**config.mk**
```make
export PLATFORM = sky130hd
export DESIGN_NAME = first_fit_waitlist_table_top
export DESIGN_NICKNAME = d
export VERILOG_FILES = /design/src/rtl/ffwt_pkg.sv /design/src/rtl/first_fit_waitlist_table_top.sv /design/src/rtl/ffwt_ram.sv /design/src/rtl/ffwt_datapath.sv /design/src/rtl/ffwt_ctrl.sv
export VERILOG_INCLUDE_DIRS = /design/src /design/src/rtl
export SDC_FILE = /design/constraint.sdc
export NUM_CORES = 2
export LEC_CHECK = 0
export BUFFER_PORTS_ARGS = -buffer_cell sky130_fd_sc_hd__buf_4
export CORE_MARGIN = 3
export CORE_UTILIZATION = 40
export CTS_CLUSTER_DIAMETER = 100
export CTS_CLUSTER_SIZE = 30
export DETAILED_ROUTE_END_ITERATION = 8
export GPL_TIMING_DRIVEN = 1
export SETUP_SLACK_MARGIN = 0.3
export SLEW_MARGIN = 20
export SYNTH_ARGS = -nofsm -noshare
export SYNTH_HDL_FRONTEND = slang
export SYNTH_SLANG_ARGS = --single-unit
```
**constraint.sdc**
```tcl
create_clock -name clock -period 27.9 [get_ports clock]
set_input_delay 2.79 -clock clock [delete_from_list [all_inputs] [get_ports clock]]
set_output_delay 2.79 -clock clock [all_outputs]
set_load 0.02 [all_outputs]
```
**src/rtl/first_fit_waitlist_table_top_macros.svh**
```systemverilog
// Assertion macros for the first-fit waitlist table.
`ifndef FIRST_FIT_WAITLIST_TABLE_TOP_MACROS_SVH
`define FIRST_FIT_WAITLIST_TABLE_TOP_MACROS_SVH

// same-cycle implication
`define FFWT_ASSERT_IMPLY(label, clk, rst, ante, cons) \
   label: assert property (@(posedge clk) disable iff (rst) (ante) |-> (cons)) \
      else $error("assertion failed");

// next-cycle implication
`define FFWT_ASSERT_NEXT(label, clk, rst, ante, cons) \
   label: assert property (@(posedge clk) disable iff (rst) (ante) |=> (cons)) \
      else $error("assertion failed");

`endif

```
**src/rtl/ffwt_pkg.sv**
```systemverilog
// Package: constants, payload types, command types and key helper of the waitlist table.
`timescale 1ns / 1ps

package ffwt_pkg;

   localparam int TABLE_DEPTH = 16;
   localparam int NAME_BYTES  = 20;

   localparam int KEY_BYTES = 19;
   localparam int KEY_W     = 8 * KEY_BYTES;
   localparam int SIZE_W    = 16;
   localparam int ENTRY_W   = KEY_W + SIZE_W;
   localparam int CNT_W     = $clog2(TABLE_DEPTH + 1);
   localparam int IDX_W     = (TABLE_DEPTH > 1) ? $clog2(TABLE_DEPTH) : 1;

   typedef enum logic [1:0] {
      OP_INSERT = 2'd0,
      OP_REMOVE = 2'd1,
      OP_LIST   = 2'd2,
      OP_SHOW   = 2'd3
   } opcode_type;

   typedef enum logic [2:0] {
      STS_INSERTED  = 3'd0,
      STS_DUPLICATE = 3'd1,
      STS_FULL      = 3'd2,
      STS_REMOVED   = 3'd3,
      STS_NOT_FOUND = 3'd4,
      STS_ENTRY     = 3'd5,
      STS_NONE      = 3'd6
   } status_type;

   typedef enum logic [2:0] {
      S_IDLE,
      S_INSERT,
      S_REMOVE,
      S_SHIFT,
      S_LIST
   } state_type;

   typedef enum logic [1:0] {
      SRC_KEY,
      SRC_ENTRY,
      SRC_PEND,
      SRC_NONE
   } out_src_type;

   typedef enum logic {
      WR_APPEND,
      WR_SHIFT
   } wr_sel_type;

   typedef struct packed {
      logic [1:0]  opcode;
      logic [63:0] name_word_low;
      logic [63:0] name_word_mid;
      logic [23:0] name_word_high;
      logic [15:0] party_size;
   } req_type;

   typedef struct packed {
      logic [2:0]  status;
      logic [63:0] out_name_low;
      logic [63:0] out_name_mid;
      logic [23:0] out_name_high;
      logic [15:0] out_size;
      logic        last;
   } rsp_type;

   typedef struct packed {
      logic        capture;
      logic        idx_clr;
      logic        idx_inc;
      logic        ram_we;
      wr_sel_type  wr_sel;
      logic        cnt_inc;
      logic        cnt_dec;
      logic        out_load;
      out_src_type out_src;
      status_type  out_status;
      logic        out_last;
      logic        pend_load;
      logic        pend_clr;
   } ctrl_cmd_type;

   typedef struct packed {
      logic at_end;
      logic full;
      logic name_eq;
      logic size_fit;
      logic list_all;
      logic pend_valid;
      logic out_ok;
   } dp_stat_type;

   // cut the name at its first zero byte and at NAME_BYTES-1 bytes
   function automatic logic [KEY_W-1:0] make_key(logic [KEY_W-1:0] raw);
      logic [KEY_W-1:0] k;
      logic             ended;
      k     = '0;
      ended = 1'b0;
      for (int n = 0; n < KEY_BYTES; n++) begin
         if (n >= NAME_BYTES - 1 || raw[8*n +: 8] == 8'h00) begin
            ended = 1'b1;
         end
         if (!ended) begin
            k[8*n +: 8] = raw[8*n +: 8];
         end
      end
      return k;
   endfunction

endpackage

```
**src/rtl/first_fit_waitlist_table_top.sv**
```systemverilog
// Top level of the first-fit waitlist table: controller, datapath and checks.
//
// Usage:
//   req channel (req_valid/req_stall/req_data) carries one command transaction:
//   insert, remove first fit, list all or show fitting. rsp channel
//   (rsp_valid/rsp_stall/rsp_data) returns the results; the last one of each
//   command has last set. Insert and remove give one result, list and show one
//   result per reported entry, or a single none result.
//   One command is worked on at a time; req_stall is high while it runs.
//   The table is scanned through the single read port of the entry RAM, one
//   entry per cycle except while a result waits on a stalled receiver; a
//   removal then compacts the entries behind the removed one.
//   The result register decouples the sides: a new command is taken while the
//   previous result still waits. A stalled receiver holds rsp_data and pauses
//   the scan whenever a further result is ready.
//   Reset (synchronous, active high) empties the table and drops any pending
//   result; entry storage is not cleared.
`timescale 1ns / 1ps
`include "first_fit_waitlist_table_top_macros.svh"

module first_fit_waitlist_table_top (
   input  logic              clock,
   input  logic              reset,
   input  logic              req_valid,
   output logic              req_stall,
   input  ffwt_pkg::req_type  req_data,
   output logic              rsp_valid,
   input  logic              rsp_stall,
   output ffwt_pkg::rsp_type  rsp_data
);

   ffwt_pkg::ctrl_cmd_type cmd;
   ffwt_pkg::dp_stat_type  stat;

   ffwt_ctrl u_ctrl (
      .clock      (clock),
      .reset      (reset),
      .req_valid  (req_valid),
      .req_stall  (req_stall),
      .req_opcode (ffwt_pkg::opcode_type'(req_data.opcode)),
      .stat       (stat),
      .cmd        (cmd)
   );

   ffwt_datapath u_dp (
      .clock     (clock),
      .reset     (reset),
      .req_data  (req_data),
      .cmd       (cmd),
      .stat      (stat),
      .rsp_valid (rsp_valid),
      .rsp_stall (rsp_stall),
      .rsp_data  (rsp_data)
   );

   `FFWT_ASSERT_NEXT(a_busy_after_accept, clock, reset, req_valid && !req_stall, req_stall)
   `FFWT_ASSERT_IMPLY(a_no_append_when_full, clock, reset, cmd.cnt_inc, !stat.full)
   `FFWT_ASSERT_IMPLY(a_load_only_when_free, clock, reset, cmd.out_load, stat.out_ok)

endmodule

```
**src/rtl/ffwt_ram.sv**
```systemverilog
// Generic single-write, single-read RAM with registered read data.
`timescale 1ns / 1ps

module ffwt_ram #(
   parameter int WIDTH = 8,
   parameter int DEPTH = 16
) (
   input  logic                                       clock,
   input  logic                                       wr_en,
   input  logic [((DEPTH > 1) ? $clog2(DEPTH) : 1)-1:0] wr_addr,
   input  logic [WIDTH-1:0]                           wr_data,
   input  logic [((DEPTH > 1) ? $clog2(DEPTH) : 1)-1:0] rd_addr,
   output logic [WIDTH-1:0]                           rd_data
);

   logic [WIDTH-1:0] mem_ff [DEPTH];
   logic [WIDTH-1:0] rd_data_ff;

   always_ff @(posedge clock) begin
      if (wr_en) begin
         mem_ff[wr_addr] <= wr_data;
      end
      rd_data_ff <= mem_ff[rd_addr];
   end

   assign rd_data = rd_data_ff;

endmodule

```
**src/rtl/ffwt_datapath.sv**
```systemverilog
// Datapath: captured transaction, scan index, entry count, table RAM, pending and output registers.
`timescale 1ns / 1ps

module ffwt_datapath (
   input  logic                  clock,
   input  logic                  reset,
   input  ffwt_pkg::req_type      req_data,
   input  ffwt_pkg::ctrl_cmd_type cmd,
   output ffwt_pkg::dp_stat_type  stat,
   output logic                  rsp_valid,
   input  logic                  rsp_stall,
   output ffwt_pkg::rsp_type      rsp_data
);

   logic [ffwt_pkg::KEY_W-1:0]  key_ff, key_in;
   logic [ffwt_pkg::SIZE_W-1:0] size_ff, size_in;
   logic                        list_all_ff, list_all_in;
   logic [ffwt_pkg::CNT_W-1:0]  idx_ff, idx_in;
   logic [ffwt_pkg::CNT_W-1:0]  cnt_ff, cnt_in;
   logic [ffwt_pkg::CNT_W-1:0]  idx_prev;
   logic [ffwt_pkg::KEY_W-1:0]  pend_name_ff, pend_name_in;
   logic [ffwt_pkg::SIZE_W-1:0] pend_size_ff, pend_size_in;
   logic                        pend_valid_ff, pend_valid_in;
   logic                        rsp_valid_ff, rsp_valid_in;
   ffwt_pkg::rsp_type           rsp_data_ff, rsp_data_in;

   logic                          ram_we;
   logic [ffwt_pkg::IDX_W-1:0]    wr_addr;
   logic [ffwt_pkg::ENTRY_W-1:0]  wr_data;
   logic [ffwt_pkg::IDX_W-1:0]    rd_addr;
   logic [ffwt_pkg::ENTRY_W-1:0]  rd_data;
   logic [ffwt_pkg::KEY_W-1:0]    rd_name;
   logic [ffwt_pkg::SIZE_W-1:0]   rd_size;
   logic [ffwt_pkg::KEY_W-1:0]    sel_name;
   logic [ffwt_pkg::SIZE_W-1:0]   sel_size;

   assign rd_name = rd_data[ffwt_pkg::KEY_W-1:0];
   assign rd_size = rd_data[ffwt_pkg::ENTRY_W-1:ffwt_pkg::KEY_W];

   always_comb begin
      key_in      = key_ff;
      size_in     = size_ff;
      list_all_in = list_all_ff;
      if (cmd.capture) begin
         key_in      = ffwt_pkg::make_key({req_data.name_word_high, req_data.name_word_mid,
                                           req_data.name_word_low});
         size_in     = req_data.party_size;
         list_all_in = (ffwt_pkg::opcode_type'(req_data.opcode) == ffwt_pkg::OP_LIST);
      end
   end

   always_comb begin
      priority if (cmd.idx_clr) begin
         idx_in = '0;
      end else if (cmd.idx_inc) begin
         idx_in = idx_ff + ffwt_pkg::CNT_W'(1);
      end else begin
         idx_in = idx_ff;
      end
   end

   always_comb begin
      priority if (cmd.cnt_inc) begin
         cnt_in = cnt_ff + ffwt_pkg::CNT_W'(1);
      end else if (cmd.cnt_dec) begin
         cnt_in = cnt_ff - ffwt_pkg::CNT_W'(1);
      end else begin
         cnt_in = cnt_ff;
      end
   end

   // read address is the next index, so the registered rd_data matches idx_ff
   assign rd_addr  = idx_in[ffwt_pkg::IDX_W-1:0];
   assign idx_prev = idx_ff - ffwt_pkg::CNT_W'(1);
   assign ram_we   = cmd.ram_we;

   always_comb begin
      unique case (cmd.wr_sel)
         ffwt_pkg::WR_APPEND: begin
            wr_addr = cnt_ff[ffwt_pkg::IDX_W-1:0];
            wr_data = {size_ff, key_ff};
         end
         ffwt_pkg::WR_SHIFT: begin
            wr_addr = idx_prev[ffwt_pkg::IDX_W-1:0];
            wr_data = rd_data;
         end
         default: begin
            wr_addr = cnt_ff[ffwt_pkg::IDX_W-1:0];
            wr_data = {size_ff, key_ff};
         end
      endcase
   end

   ffwt_ram #(
      .WIDTH (ffwt_pkg::ENTRY_W),
      .DEPTH (ffwt_pkg::TABLE_DEPTH)
   ) u_ram (
      .clock   (clock),
      .wr_en   (ram_we),
      .wr_addr (wr_addr),
      .wr_data (wr_data),
      .rd_addr (rd_addr),
      .rd_data (rd_data)
   );

   always_comb begin
      pend_name_in  = pend_name_ff;
      pend_size_in  = pend_size_ff;
      pend_valid_in = pend_valid_ff;
      if (cmd.pend_load) begin
         pend_name_in  = rd_name;
         pend_size_in  = rd_size;
         pend_valid_in = 1'b1;
      end else if (cmd.pend_clr) begin
         pend_valid_in = 1'b0;
      end
   end

   always_comb begin
      unique case (cmd.out_src)
         ffwt_pkg::SRC_KEY: begin
            sel_name = key_ff;
            sel_size = size_ff;
         end
         ffwt_pkg::SRC_ENTRY: begin
            sel_name = rd_name;
            sel_size = rd_size;
         end
         ffwt_pkg::SRC_PEND: begin
            sel_name = pend_name_ff;
            sel_size = pend_size_ff;
         end
         default: begin
            sel_name = '0;
            sel_size = '0;
         end
      endcase
   end

   always_comb begin
      rsp_valid_in = rsp_valid_ff;
      rsp_data_in  = rsp_data_ff;
      if (cmd.out_load) begin
         rsp_valid_in              = 1'b1;
         rsp_data_in.status        = cmd.out_status;
         rsp_data_in.out_name_low  = sel_name[63:0];
         rsp_data_in.out_name_mid  = sel_name[127:64];
         rsp_data_in.out_name_high = sel_name[151:128];
         rsp_data_in.out_size      = sel_size;
         rsp_data_in.last          = cmd.out_last;
      end else if (!rsp_stall) begin
         rsp_valid_in = 1'b0;
      end
   end

   always_ff @(posedge clock) begin
      if (reset) begin
         cnt_ff        <= '0;
         pend_valid_ff <= 1'b0;
         rsp_valid_ff  <= 1'b0;
      end else begin
         cnt_ff        <= cnt_in;
         pend_valid_ff <= pend_valid_in;
         rsp_valid_ff  <= rsp_valid_in;
      end
   end

   always_ff @(posedge clock) begin
      key_ff       <= key_in;
      size_ff      <= size_in;
      list_all_ff  <= list_all_in;
      idx_ff       <= idx_in;
      pend_name_ff <= pend_name_in;
      pend_size_ff <= pend_size_in;
      rsp_data_ff  <= rsp_data_in;
   end

   assign stat.at_end     = (idx_ff == cnt_ff);
   assign stat.full       = (cnt_ff == ffwt_pkg::CNT_W'(ffwt_pkg::TABLE_DEPTH));
   assign stat.name_eq    = (rd_name == key_ff);
   assign stat.size_fit   = (rd_size <= size_ff);
   assign stat.list_all   = list_all_ff;
   assign stat.pend_valid = pend_valid_ff;
   assign stat.out_ok     = !rsp_valid_ff || !rsp_stall;

   assign rsp_valid = rsp_valid_ff;
   assign rsp_data  = rsp_data_ff;

endmodule

```
**src/rtl/ffwt_ctrl.sv**
```systemverilog
// Controller: state machine that sequences insert, remove, compaction and list scans.
`timescale 1ns / 1ps

module ffwt_ctrl (
   input  logic                   clock,
   input  logic                   reset,
   input  logic                   req_valid,
   output logic                   req_stall,
   input  ffwt_pkg::opcode_type    req_opcode,
   input  ffwt_pkg::dp_stat_type   stat,
   output ffwt_pkg::ctrl_cmd_type  cmd
);

   ffwt_pkg::state_type state_ff, state_in;

   always_ff @(posedge clock) begin
      if (reset) begin
         state_ff <= ffwt_pkg::S_IDLE;
      end else begin
         state_ff <= state_in;
      end
   end

   always_comb begin
      cmd       = '0;
      state_in  = state_ff;
      req_stall = 1'b1;
      unique case (state_ff)
         ffwt_pkg::S_IDLE: begin
            req_stall = 1'b0;
            if (req_valid) begin
               cmd.capture  = 1'b1;
               cmd.idx_clr  = 1'b1;
               cmd.pend_clr = 1'b1;
               unique case (req_opcode)
                  ffwt_pkg::OP_INSERT: state_in = ffwt_pkg::S_INSERT;
                  ffwt_pkg::OP_REMOVE: state_in = ffwt_pkg::S_REMOVE;
                  default:             state_in = ffwt_pkg::S_LIST;
               endcase
            end
         end
         ffwt_pkg::S_INSERT: begin
            cmd.out_src  = ffwt_pkg::SRC_KEY;
            cmd.out_last = 1'b1;
            priority if (stat.full) begin
               cmd.out_status = ffwt_pkg::STS_FULL;
               if (stat.out_ok) begin
                  cmd.out_load = 1'b1;
                  state_in     = ffwt_pkg::S_IDLE;
               end
            end else if (stat.at_end) begin
               cmd.out_status = ffwt_pkg::STS_INSERTED;
               cmd.wr_sel     = ffwt_pkg::WR_APPEND;
               if (stat.out_ok) begin
                  cmd.out_load = 1'b1;
                  cmd.ram_we   = 1'b1;
                  cmd.cnt_inc  = 1'b1;
                  state_in     = ffwt_pkg::S_IDLE;
               end
            end else if (stat.name_eq) begin
               cmd.out_status = ffwt_pkg::STS_DUPLICATE;
               if (stat.out_ok) begin
                  cmd.out_load = 1'b1;
                  state_in     = ffwt_pkg::S_IDLE;
               end
            end else begin
               cmd.idx_inc = 1'b1;
            end
         end
         ffwt_pkg::S_REMOVE: begin
            cmd.out_last = 1'b1;
            priority if (stat.at_end) begin
               cmd.out_src    = ffwt_pkg::SRC_NONE;
               cmd.out_status = ffwt_pkg::STS_NOT_FOUND;
               if (stat.out_ok) begin
                  cmd.out_load = 1'b1;
                  state_in     = ffwt_pkg::S_IDLE;
               end
            end else if (stat.size_fit) begin
               cmd.out_src    = ffwt_pkg::SRC_ENTRY;
               cmd.out_status = ffwt_pkg::STS_REMOVED;
               if (stat.out_ok) begin
                  cmd.out_load = 1'b1;
                  cmd.idx_inc  = 1'b1;
                  state_in     = ffwt_pkg::S_SHIFT;
               end
            end else begin
               cmd.idx_inc = 1'b1;
            end
         end
         ffwt_pkg::S_SHIFT: begin
            cmd.wr_sel = ffwt_pkg::WR_SHIFT;
            if (stat.at_end) begin
               cmd.cnt_dec = 1'b1;
               state_in    = ffwt_pkg::S_IDLE;
            end else begin
               cmd.ram_we  = 1'b1;
               cmd.idx_inc = 1'b1;
            end
         end
         ffwt_pkg::S_LIST: begin
            // one matching entry is held back until it is known whether it is last
            priority if (stat.at_end) begin
               cmd.out_last = 1'b1;
               if (stat.pend_valid) begin
                  cmd.out_src    = ffwt_pkg::SRC_PEND;
                  cmd.out_status = ffwt_pkg::STS_ENTRY;
               end else begin
                  cmd.out_src    = ffwt_pkg::SRC_NONE;
                  cmd.out_status = ffwt_pkg::STS_NONE;
               end
               if (stat.out_ok) begin
                  cmd.out_load = 1'b1;
                  cmd.pend_clr = 1'b1;
                  state_in     = ffwt_pkg::S_IDLE;
               end
            end else if (stat.list_all || stat.size_fit) begin
               cmd.out_src    = ffwt_pkg::SRC_PEND;
               cmd.out_status = ffwt_pkg::STS_ENTRY;
               if (!stat.pend_valid) begin
                  cmd.pend_load = 1'b1;
                  cmd.idx_inc   = 1'b1;
               end else if (stat.out_ok) begin
                  cmd.out_load  = 1'b1;
                  cmd.pend_load = 1'b1;
                  cmd.idx_inc   = 1'b1;
               end
            end else begin
               cmd.idx_inc = 1'b1;
            end
         end
         default: begin
            state_in = ffwt_pkg::S_IDLE;
         end
      endcase
   end

endmodule

```
==> results.py <==
metrics = {
    "layout": {
        "fin_nets": 9924,
        "instances_no_fill": 14227,
        "synthToLayoutAreaGrowth_pct": 9.11,
        "layout-drive-gt1-share_pct": 8.30,
    },
    "timing": {
        "hold_violations": 0,
        "slew_headroom_pct": 15.6,
        "fin_skew_ns": 0.0547,
        "tns_ns": 0,
        "min_period_ns": 8.91,
        "tightest_slew_ns": 1.26,
        "setup_violations": 0,
        "slew_violations": 0,
        "rsz0062_at_grt": "false",
        "fmax_ghz": 0.112,
        "finalCritPeriodShare_pct": 31.9,
    },
    "power": {
        "p_leak_nw": 47.6,
        "ir_drop_uv": 139,
        "powerDensity_nw_per_um2": 112,
    },
    "worst_setup_path": {
        "slowest_stage": "nor4_1",
        "max_stage_delay_ns": 0.99,
        "crit_arrival_ns": 9.73,
        "required_ns": 28.72,
        "crit_top_cell": "buf_4",
        "cp-end-kind": "flop",
        "crit_family": "buffers and inverters",
        "crit_chain": "xnor2_1 > nand4_1 > nor4_1 > nand4_1 > nor3_1 > buf_4 > a211oi_1 > nor3_2 > o21ai_4 > buf_4 > inv_8 > buf_4 > buf_4 > buf_4 > buf_4 > nand2_1 > nand3_1 > nand3_1 > a32oi_1",
        "worstPathBufferInverterCount": 7,
        "worst-setup-path-type": "flop to flop",
        "start_kind": "flop",
        "crit_path_max_fanout": 108,
    },
    "clock_tree": {
        "clkTransAtPathRegs_ns": 0.12,
        "ctsRootBufferMaster": "clkbuf_16",
        "cts_tree": "yes",
        "cts_buffers": 141,
        "max-clock-path-buffers": 4,
        "cts_max_level": 4,
        "ctsResizeCount": 0,
        "cts_sinks": 3380,
        "cts_setup_buffers": 0,
        "clk_latency_ns": 0.90,
        "cts_hold_buf": 0,
    },
    "detailed_routing": {
        "viasPerCell": 6.05,
        "drcViolationCount": 0,
        "drtIter0Drc": 14407,
        "routed_wl_um": 466000,
        "ant_nets": 0,
        "via_count": 86094,
        "firstDrtPassIters": 6,
        "route.detailed.wl_per_inst_um": 32.7,
    },
    "yosys": {
        "syn_inst": 9631,
        "synth-seq-area-share_pct": 75.0,
        "synth-async-reset-ratio_pct": 0,
        "ys_warn_count": 0,
        "synth.top_cell.area_share_pct": 72.2,
        "synth_flop_cell": "edfxtp_1",
        "ys_ff_latch": 3380,
        "synthDistinctLibCells": 75,
        "synthTopCellsByArea": "edfxtp_1 (72%), nand2_1 (7.0%), mux2i_1 (2.8%), dfxtp_1 (2.8%), nand3_1 (2.1%)",
        "synth.largest_area_cell": "edfxtp_1",
        "synth_fp_nets": 9827,
        "syn_area_um2": 133000,
        "syn-mean-instance-area_um2": 13.8,
        "synth_edf_count": 3197,
    },
    "floorplanning": {
        "core_um2": 331000,
        "dieHeight_um": 583,
        "initial_core_util_pct": 40.2,
        "ios": 348,
        "rows": 211,
        "die_area_um2": 339000,
        "die_width_um": 583,
    },
    "hold_path": {
        "hp-class": "flop to flop",
    },
    "global_routing": {
        "track_usage_pct": 26.6,
        "grt_antenna_before_repair": 51,
        "grt_overflow": 0,
        "grt_first_pass_wirelength_um": 641000,
        "first_global_vias": 80248,
        "grt_max_degree": 169,
    },
    "placed_design": {
        "gp_routability_congestion": 0.877,
        "dp.cells": 13950,
        "port_buffers": 347,
        "dp_hpwl_um": 263000,
    },
    "flow_run": {
        "cap_violations": 0,
    },
    "run_status": {
        "status": "finished, final reports clean",
    },
}
Yosys cell counts, drive strengths merged (68+ instances only):
master / number
and3: 215
a211oi: 201
o22ai: 68
a32oi: 91
mux2i: 371
a21oi: 216
buf: 252
nand2: 2498
xnor2: 151
nand3: 559
nor2: 155
clkbuf: 354
and2: 131
a31oi: 232
dfxtp: 183
edfxtp: 3197
a22oi: 71
o21ai: 207
worst paths after layout:
path	endpoint	slack, ns	from	cells past startpoint
hold / removal	u_dp.pend_name_ff[16]	0.51	u_dp.u_ram.rd_data[16]	0
setup reg to reg	u_dp.u_ram.rd_data[130]	18.99	u_dp.key_ff[143]	19
setup / recovery	u_dp.u_ram.rd_data[130]	18.99	u_dp.key_ff[143]	19
hold reg to reg	u_dp.pend_name_ff[16]	0.51	u_dp.u_ram.rd_data[16]	0
layout by cell type (no fill, tap or decap), types with 11 or more instances in the layout:
cell and n:
a311oi_1 20, buf_12 22, a221oi_1 17, o21ai_0 190
buf_4 536, o221ai_1 33, o32ai_1 11, a2111oi_0 37
dfxtp_1 183, o2111ai_1 25, a22oi_1 70, nand2_1 2495
xor2_1 13, nand4_1 54, clkbuf_1 66, diode_2 38
nor2_1 130, nand3_1 557, inv_1 30, mux2i_1 371
ha_1 21, xnor2_1 150, and3_1 214, a32oi_1 91
a211oi_1 200, clkbuf_16 146, o21ai_1 13, and2_1 128
o22ai_1 68, o2bb2ai_1 43, nor3_1 32, nor4_1 60
a21oi_1 212, edfxtp_1 3197, a31oi_1 232, nor2_4 25
state kept, by name (all words and copies together) (netlist names):
register            flops
u_dp.rsp_valid          1
u_dp.idx_ff             5
u_dp.pend_size_ff      16
u_dp.key_ff           152
u_dp.list_all_ff        1
u_dp.size_ff           16
u_dp.u_ram.rd_data    168
u_dp.rsp_data         172
u_dp.cnt_ff             5
u_ctrl.state_ff         3
u_dp.u_ram.mem_ff    2688
u_dp.pend_name_ff     152
u_dp.pend_valid_ff      1
area by class of cell:
class / instances / area [µm²]
flip-flops and latches: 3380 / 99700
diodes: 38 / 95.1
repair buffers: 560 / 4500
multi-input cells: 5609 / 30900
inverters: 36 / 165
clock buffers: 214 / 3930
well taps: 4366 / 5460
clock inverters: 24 / 365
fillers: 29534 / 185000
logic make-up after synthesis:
| family | Yosys count | share of synthesized area (%) |
|---|---|---|
| mux | 382 | 2.97 |
| flops | 3380 | 75.0 |
| fa+ha+maj | 22 | 0.213 |
| xor+xnor | 164 | 1.08 |
| buf+inv | 642 | 2.09 |
| compound gates | 1311 | 6.66 |
| simple gates | 3730 | 12.0 |
power by group:
group	total (W)	switching (W)	internal [W]
clock	0.00261	0.00159	0.00102
combinational	0.00678	0.00501	0.00177
sequential	0.00692	0.000396	0.00653
layer usage:
| metal | track usage (%) | wire (µm) | vias up |
|---|---|---|---|
| li1 | - | - | 35824 |
| met1 | 36.6 | 180000 | 43804 |
| met2 | 40.2 | 206000 | 5679 |
| met3 | 5.87 | 54800 | 773 |
| met4 | 12.6 | 25100 | 14 |
| met5 | 0 | 100 | - |
per-stage QoR:
| step | hold WS [ns] | power [W] | cell area, µm² | utilization, % | setup WS (ns) |
|---|---|---|---|---|---|
| 2_1_floorplan | 0.430 | 0.0108 | 133000 | - | 16.07 |
| 5_1_grt | 0.526 | 0.0169 | 145000 | 43.9 | 18.73 |
| 4_1_cts | 0.501 | 0.0162 | 145000 | 43.8 | 19.24 |
| 3_5_place_dp | 0.484 | 0.0137 | 141000 | 42.6 | 18.95 |
| 6_report | 0.513 | 0.0163 | 145000 | 43.9 | 18.99 |
| 3_3_place_gp | 0.468 | 0.0136 | 141000 | 42.5 | 19.07 |
Note: power is estimated with default switching activity, not from simulation.
